`src/design/olst_pkg.sv`:
```
`timescale 1ns / 1ps
// -----------------------------------------------------------------------------
// olst_pkg
// Shared types and constants of the ordered list store.
// -----------------------------------------------------------------------------
package olst_pkg;

  localparam int unsigned DataW = 32;

  typedef logic [DataW-1:0] data_t;

  typedef enum logic [1:0] {
    FuncFront  = 2'd0,
    FuncBack   = 2'd1,
    FuncTest   = 2'd2,
    FuncRemove = 2'd3
  } func_e;

endpackage

```
`src/design/ordered_list_store_unit.sv`:
```
`timescale 1ns / 1ps
// -----------------------------------------------------------------------------
// ordered_list_store_unit
// Bounded ordered list of signed 32-bit values with front insert, back append,
// membership test and removal of the first match, kept in a circular buffer.
// -----------------------------------------------------------------------------
//  channel  | direction | handshake            | payload
//  command  | in        | start_i, busy_o      | func_i, value_i
//  result   | out       | done_o (1-cycle)     | found_o, entry_count_o, refused_o
//
//  front insert and back append write the entry at the transfer edge, and the
//  result follows in the next cycle; busy_o stays low.
//  test and remove scan the memory one entry a cycle from the front; both stop
//  at the first match, and a remove then closes up the entries behind it,
//  the scan and the close-up of later entries sharing the single memory port pair.
//  the result strobe comes in the cycle after the last memory access, with
//  busy_o already low; results cannot be stalled.
//  reset empties the list at once; no clearing pass is needed.
// -----------------------------------------------------------------------------
module ordered_list_store_unit #(
  parameter int unsigned CAPACITY = 64,
  localparam int unsigned AW = (CAPACITY > 1) ? $clog2(CAPACITY) : 1,
  localparam int unsigned CW = $clog2(CAPACITY + 1),
  localparam int unsigned SW = AW + 1
) (
  input  logic               clk_i,
  input  logic               rst_ni,
  input  logic               start_i,
  output logic               busy_o,
  input  logic [1:0]         func_i,
  input  logic signed [31:0] value_i,
  output logic               done_o,
  output logic               found_o,
  output logic [CW-1:0]      entry_count_o,
  output logic               refused_o
);

  typedef enum logic [1:0] {
    StIdle,
    StScan,
    StShift
  } state_e;

  state_e              state_q;
  logic [AW-1:0]       head_q;
  logic [CW-1:0]       count_q;
  logic [CW-1:0]       cur_q;
  olst_pkg::data_t     value_q;
  logic                rem_q;
  logic                done_q;
  logic                found_q;
  logic                refused_q;
  logic [AW-1:0]       last_addr_q;
  logic [AW-1:0]       prev_addr_q;

  logic                accept;
  olst_pkg::func_e     func;
  logic                full;
  logic                cur_last;
  logic                match;
  logic [AW-1:0]       head_dec;
  logic [AW-1:0]       rd_addr;
  logic [AW-1:0]       wr_addr;
  olst_pkg::data_t     wr_data;
  logic                we;
  olst_pkg::data_t     rd_data;

  // logical position to memory address, wrapping once around the buffer
  function automatic logic [AW-1:0] phys(input logic [AW-1:0] base,
                                         input logic [CW-1:0] pos);
    logic [SW-1:0] sum;
    sum = SW'(base) + SW'(pos);
    if (sum >= SW'(CAPACITY)) begin
      sum = sum - SW'(CAPACITY);
    end
    return sum[AW-1:0];
  endfunction

  assign busy_o   = (state_q != StIdle);
  assign accept   = start_i && !busy_o;
  assign func     = olst_pkg::func_e'(func_i);
  assign full     = (count_q == CW'(CAPACITY));
  assign cur_last = (cur_q == count_q - CW'(1));
  assign match    = (rd_data == value_q);
  assign head_dec = (head_q == '0) ? AW'(CAPACITY - 1) : head_q - AW'(1);

  always_comb begin
    rd_addr = head_q;
    we      = 1'b0;
    wr_addr = phys(head_q, count_q);
    wr_data = olst_pkg::data_t'(value_i);
    case (state_q)
      StIdle: begin
        rd_addr = head_q;
        if (accept && !full) begin
          if (func == olst_pkg::FuncFront) begin
            we      = 1'b1;
            wr_addr = head_dec;
          end else if (func == olst_pkg::FuncBack) begin
            we      = 1'b1;
          end
        end
      end
      StScan: begin
        rd_addr = phys(head_q, cur_q + CW'(1));
      end
      StShift: begin
        // entry just read moves one place toward the front
        rd_addr = phys(head_q, cur_q + CW'(1));
        we      = 1'b1;
        wr_addr = prev_addr_q;
        wr_data = rd_data;
      end
      default: begin
        rd_addr = head_q;
      end
    endcase
  end

  olst_ram #(
    .Depth(CAPACITY),
    .AddrW(AW)
  ) u_ram (
    .clk_i  (clk_i),
    .we_i   (we),
    .waddr_i(wr_addr),
    .wdata_i(wr_data),
    .raddr_i(rd_addr),
    .rdata_o(rd_data)
  );

  always_ff @(posedge clk_i) begin
    last_addr_q <= rd_addr;
    prev_addr_q <= last_addr_q;
  end

  always_ff @(posedge clk_i or negedge rst_ni) begin
    if (!rst_ni) begin
      state_q   <= StIdle;
      head_q    <= '0;
      count_q   <= '0;
      cur_q     <= '0;
      value_q   <= '0;
      rem_q     <= 1'b0;
      done_q    <= 1'b0;
      found_q   <= 1'b0;
      refused_q <= 1'b0;
    end else begin
      done_q <= 1'b0;
      case (state_q)
        StIdle: begin
          if (accept) begin
            case (func)
              olst_pkg::FuncFront, olst_pkg::FuncBack: begin
                done_q    <= 1'b1;
                found_q   <= 1'b0;
                refused_q <= full;
                if (!full) begin
                  count_q <= count_q + CW'(1);
                  if (func == olst_pkg::FuncFront) begin
                    head_q <= head_dec;
                  end
                end
              end
              default: begin
                if (count_q == '0) begin
                  done_q    <= 1'b1;
                  found_q   <= 1'b0;
                  refused_q <= 1'b0;
                end else begin
                  value_q <= olst_pkg::data_t'(value_i);
                  rem_q   <= (func == olst_pkg::FuncRemove);
                  cur_q   <= '0;
                  state_q <= StScan;
                end
              end
            endcase
          end
        end
        StScan: begin
          if (match) begin
            if (rem_q && !cur_last) begin
              cur_q   <= cur_q + CW'(1);
              state_q <= StShift;
            end else begin
              if (rem_q) begin
                count_q <= count_q - CW'(1);
              end
              done_q    <= 1'b1;
              found_q   <= 1'b1;
              refused_q <= 1'b0;
              state_q   <= StIdle;
            end
          end else if (cur_last) begin
            done_q    <= 1'b1;
            found_q   <= 1'b0;
            refused_q <= 1'b0;
            state_q   <= StIdle;
          end else begin
            cur_q <= cur_q + CW'(1);
          end
        end
        StShift: begin
          if (cur_last) begin
            count_q   <= count_q - CW'(1);
            done_q    <= 1'b1;
            found_q   <= 1'b1;
            refused_q <= 1'b0;
            state_q   <= StIdle;
          end else begin
            cur_q <= cur_q + CW'(1);
          end
        end
        default: begin
          state_q <= StIdle;
        end
      endcase
    end
  end

  assign done_o        = done_q;
  assign found_o       = found_q;
  assign refused_o     = refused_q;
  assign entry_count_o = count_q;

  a_done_idle: assert property (@(posedge clk_i) disable iff (!rst_ni)
    done_o |-> !busy_o)
    else $error("result strobe while busy");

  a_count_bound: assert property (@(posedge clk_i) disable iff (!rst_ni)
    count_q <= CW'(CAPACITY))
    else $error("entry count above capacity");

  a_refused_full: assert property (@(posedge clk_i) disable iff (!rst_ni)
    (done_o && refused_o) |-> (entry_count_o == CW'(CAPACITY) && !found_o))
    else $error("refused insert without a full store");

  a_shift_count: assert property (@(posedge clk_i) disable iff (!rst_ni)
    (state_q == StShift) |-> (count_q >= CW'(2) && cur_q != '0))
    else $error("close-up with too few entries");

  a_remove_count: assert property (@(posedge clk_i) disable iff (!rst_ni)
    (state_q == StShift && cur_last) |=> (done_o && found_o))
    else $error("removal did not report a match");

endmodule

```
`src/design/olst_ram.sv`:
```
`timescale 1ns / 1ps
// -----------------------------------------------------------------------------
// olst_ram
// Simple dual-port entry memory, one write and one registered read per cycle.
// -----------------------------------------------------------------------------
module olst_ram #(
  parameter int unsigned Depth = 64,
  parameter int unsigned AddrW = 6
) (
  input  logic               clk_i,
  input  logic               we_i,
  input  logic [AddrW-1:0]   waddr_i,
  input  olst_pkg::data_t    wdata_i,
  input  logic [AddrW-1:0]   raddr_i,
  output olst_pkg::data_t    rdata_o
);

  olst_pkg::data_t mem_q [Depth];
  olst_pkg::data_t rdata_q;

  always_ff @(posedge clk_i) begin
    if (we_i) begin
      mem_q[waddr_i] <= wdata_i;
    end
  end

  // read during write to the same entry returns the old data
  always_ff @(posedge clk_i) begin
    rdata_q <= mem_q[raddr_i];
  end

  assign rdata_o = rdata_q;

endmodule

```
`config.mk`:
```
export PLATFORM = sky130hd
export DESIGN_NAME = ordered_list_store_unit
export DESIGN_NICKNAME = d
export VERILOG_FILES = /design/src/design/olst_pkg.sv /design/src/design/ordered_list_store_unit.sv /design/src/design/olst_ram.sv
export SDC_FILE = /design/constraint.sdc
export NUM_CORES = 2
export LEC_CHECK = 0
export BUFFER_PORTS_ARGS = -buffer_cell sky130_fd_sc_hd__buf_4
export CAP_MARGIN = 20
export CORE_ASPECT_RATIO = 0.5
export CORE_MARGIN = 2
export CORE_UTILIZATION = 57
export CTS_CLUSTER_DIAMETER = 100
export DETAILED_ROUTE_END_ITERATION = 7
export PLACE_DENSITY = 0.76
export SYNTH_ARGS = -nofsm -noshare
export SYNTH_HDL_FRONTEND = slang
export SYNTH_HIERARCHICAL = 1
export SYNTH_SLANG_ARGS = --single-unit
```
`constraint.sdc`:
```
create_clock -name clk_i -period 4.6 [get_ports clk_i]
set_clock_uncertainty 0.2 [all_clocks]
set_input_delay 0.23 -clock clk_i [delete_from_list [all_inputs] [get_ports clk_i]]
set_output_delay 0.23 -clock clk_i [all_outputs]
set_load 0.02 [all_outputs]
```
==> impl_metrics.env <==
export IMPL_start_kind="register"
export IMPL_p_switching_mw=24.8
export IMPL_syn_area_sq_um=83000
export IMPL_dp_hpwl_mm=126
export IMPL_mostFrequentLayoutCell="edfxtp_1"
export IMPL_hp_class="reg -> reg"
export IMPL_peakVddDrop_mv=0.561
export IMPL_path_class="reg -> reg"
export IMPL_worst_r2r_setup_slack_ns=0.15
export IMPL_syn_area_per_cell_sq_um=21.8
export IMPL_rr_worst_depth=15
export IMPL_drt_total_wl_mm=222
export IMPL_synthDominantCellAreaShare_pct=74.1
export IMPL_synthCells=3799
export IMPL_rsz0062_at_grt="false"
export IMPL_final_area_sq_um=94900
export IMPL_ys_types=69
export IMPL_final_nets=4233
export IMPL_finalMaxSlewViolations=0
export IMPL_clk_pin_slew_worst_paths_ns=0.07
export IMPL_hp_start="last_addr_q[2]$_DFF_P_"
export IMPL_syn_to_final_growth_pct=14.4
export IMPL_sw_frac_of_total_pct=36.8
export IMPL_worstSkewPairLatency_ns=0.82
export IMPL_end_kind="register"
export IMPL_detail_route_antenna_nets=0
export IMPL_first_iter_violations=7345
export IMPL_gp_congestion=0.915
export IMPL_min_period_ns=4.45
export IMPL_postPlaceCellArea_sq_um=88500
export IMPL_gr_usage_all_layers_pct=30.4
export IMPL_die_w_microns=544
export IMPL_die_h_microns=274
export IMPL_timing_final_hold_violations=0
export IMPL_required_ns=5.10
export IMPL_syn_nets=3857
export IMPL_root_buffer="clkbuf_16"
export IMPL_r2r_end="u_ram/rdata_o[31]$_DFF_P_"
export IMPL_num_rows=98
export IMPL_viasPerCell=6.90
export IMPL_min_to="prev_addr_q[2]$_DFF_P_"
export IMPL_io_pins=48
export IMPL_maxCapViolations=0
export IMPL_antenna_found_initial=12
export IMPL_ys_ff_latch=2150
export IMPL_comb_power_share_pct=43.5
export IMPL_outcome="completed"
export IMPL_clock_sinks=2150
export IMPL_yosysWarnings=6
export IMPL_start_util_pct=57.7
export IMPL_drtPass1Iterations=5
export IMPL_synth_edf_count=2048
export IMPL_drive_gt1_share_pct=29.7
export IMPL_route_detailed_drc=0
export IMPL_port_buffer_count=47
export IMPL_cts_tree="yes"
export IMPL_grt_pass1_wl_mm=317
export IMPL_slew_headroom_pct=21.1
export IMPL_core_area_sq_um=144000
export IMPL_clockBufferDepth=3
export IMPL_setup_violations=0
export IMPL_final_cell_mix="2,048 x edfxtp_1, 500 x mux4_2, 236 x buf_4"
export IMPL_cts_made_buffers=179
export IMPL_grt_pass1_vias=43403
export IMPL_grt_remaining_overflow=0
export IMPL_wire_per_inst_microns=35.4
export IMPL_post_route_period_util_pct=96.7
export IMPL_synth_top_cell_by_area="edfxtp_1"
export IMPL_power_density_nw_per_um2=712
export IMPL_seq_area_frac_synth_pct=76.9
export IMPL_path_max_fanout=16
export IMPL_critPathArrivalTime_ns=4.94
export IMPL_p_clk_share_pct=22.3
export IMPL_max_freq_mhz=225
export IMPL_async_flop_share_pct=2.70
export IMPL_htree_levels=4
export IMPL_tightest_slew_ns=1.18
export IMPL_die_area_sq_um=149000
export IMPL_grt_start_max_net_pins=67
export IMPL_p_int_mw=42.7
export IMPL_r2r_start="cur_q[0]$_DFFE_PN0P_"
export IMPL_synthTopCellsByArea="edfxtp_1 74%, mux4_2 14%, dfrtp_1 1.7%, mux2_2 1.2%, dfxtp_1 1.1%"
export IMPL_p_leak_nw=29.9
export IMPL_ys_flop_type="edfxtp_1"
export IMPL_final_util_pct=66.0
export IMPL_vias=43300
export IMPL_p_seq_share_pct=34.2
export IMPL_holdPathStages=0
==> sequential cells by signal, indices dropped and copies added (netlist names), 6 cells and up <==
name	flops
u_ram/mem_q	2048
u_ram/rdata_o	32
value_q	32
cur_q	7
entry_count_o	7
head_q	6
last_addr_q	6
prev_addr_q	6
==> worst max-delay path, cell delays in order, from the launching register on <==
cell and delay (ns):
dfrtp_1 0.42, ha_1 0.35, ha_1 0.28, a21o_1 0.17, a21oi_1 0.22, o21bai_1 0.09
a21oi_1 0.17, xor2_1 0.16, nand2_1 0.10, xnor2_2 0.15, buf_4 0.22, buf_4 0.21
nor2b_4 0.41, buf_4 0.42, nand3_1 0.47, o211a_1 0.29
==> cells by family after synthesis <==
| logic type | share of synthesized area (%) |
|---|---|
| buffers and inverters | 1.49 |
| multiplexers | 15.3 |
| adder cells (fa/ha/maj) | 0.335 |
| flip-flops | 76.9 |
| XOR/XNOR | 0.665 |
| AO/OA/AOI/OAI | 3.51 |
| AND/OR/NAND/NOR | 1.75 |
==> power groups by stage <==
| stage | logic (mW) | clock network [mW] | registers [mW] |
|---|---|---|---|
| final | 29.4 | 15.1 | 23.1 |
| after global routing | 30.4 | 15.8 | 23.2 |
| after CTS | 28.7 | 15.1 | 23.1 |
| after detailed placement | 27.9 | 0 | 23.5 |
| after global placement | 27.6 | 0 | 23.4 |
| after floorplan | 17.1 | 0 | 23.3 |
==> stage by stage <==
step / setup TNS (ns) / setup slack, ns / power (mW) / hold slack, ns / std cells
3_3_place_gp: 0 / 0.202 / 50.9 / 0.111 / 5869
2_1_floorplan: -32.76 / -0.118 / 40.5 / -0.266 / 3799
6_report: 0 / 0.151 / 67.5 / 0.119 / 6272
3_5_place_dp: 0 / 0.110 / 51.4 / 0.112 / 5870
5_1_grt: 0 / 0.000629 / 69.3 / 0.124 / 6271
4_1_cts: 0 / 0.0537 / 66.9 / 0.123 / 6269
==> cells in the mapped netlist (3+ instances only) <==
cell / instances
nand3b_1: 7
or2_2: 4
edfxtp_1: 2048
or3_1: 3
xor2_1: 9
buf_4: 40
o22ai_1: 90
clkbuf_1: 87
buf_1: 8
o221ai_1: 17
a221oi_1: 37
nand2_1: 59
o21ai_0: 21
clkbuf_2: 4
nand2b_1: 16
mux2_2: 88
nor2_1: 129
a21oi_1: 64
or3b_2: 3
a22o_1: 36
a22oi_1: 53
nand4b_1: 3
ha_1: 19
mux2i_1: 43
nor3_1: 10
a221oi_2: 13
mux2_1: 4
a21o_1: 12
xnor2_1: 54
dfxtp_1: 44
inv_1: 26
buf_6: 20
nand3_1: 20
nor4_1: 3
dfrtp_1: 58
and2_1: 3
nand4_1: 19
nor2b_1: 13
a211oi_1: 23
buf_2: 47
mux4_2: 500
o31ai_1: 9
==> area by class of cell <==
class / count / area [sq um]
Clock inverter: 94 / 800
Sequential cell: 2150 / 63800
Tap cell: 1950 / 2440
Timing Repair Buffer: 401 / 4370
Fill cell: 8655 / 48800
Clock buffer: 233 / 4860
Multi-Input combinational cell: 1417 / 18500
Antenna cell: 1 / 2.50
Inverter: 26 / 97.6
==> how the worst max path moves through the flow <==
stage	startpoint	end	slack [ns]	cells past startpoint
final	cur_q[0]$_DFFE_PN0P_	u_ram/rdata_o[31]$_DFF_P_	0.15	15
after CTS	entry_count_o[1]$_DFFE_PN0P_	u_ram/mem_q[56][11]$_DFFE_PP_	0.05	12
after floorplan	entry_count_o[0]$_DFFE_PN0P_	u_ram/mem_q[10][0]$_DFFE_PP_	-0.12	10
after global placement	entry_count_o[1]$_DFFE_PN0P_	u_ram/mem_q[56][12]$_DFFE_PP_	0.20	12
after global routing	entry_count_o[1]$_DFFE_PN0P_	u_ram/mem_q[32][13]$_DFFE_PP_	0.0006	10
after detailed placement	entry_count_o[1]$_DFFE_PN0P_	u_ram/mem_q[56][3]$_DFFE_PP_	0.11	12
==> layer usage <==
metal,up-vias,GRT usage (%),part of all wire (%)
met5,-,0,0.020
met2,3491,46.2,46
li1,16777,-,-
met4,8,10.3,3.5
met3,454,9.53,15
met1,22570,42.3,35
==> repair_timing <==
action,CTS,global route
endpoints found under the hold margin,117,0
setup endpoints to repair,0,594
resized for setup,0,2
hold buffers,72,0
setup buffers,0,0
Note: power is estimated with default switching activity, not from simulation.
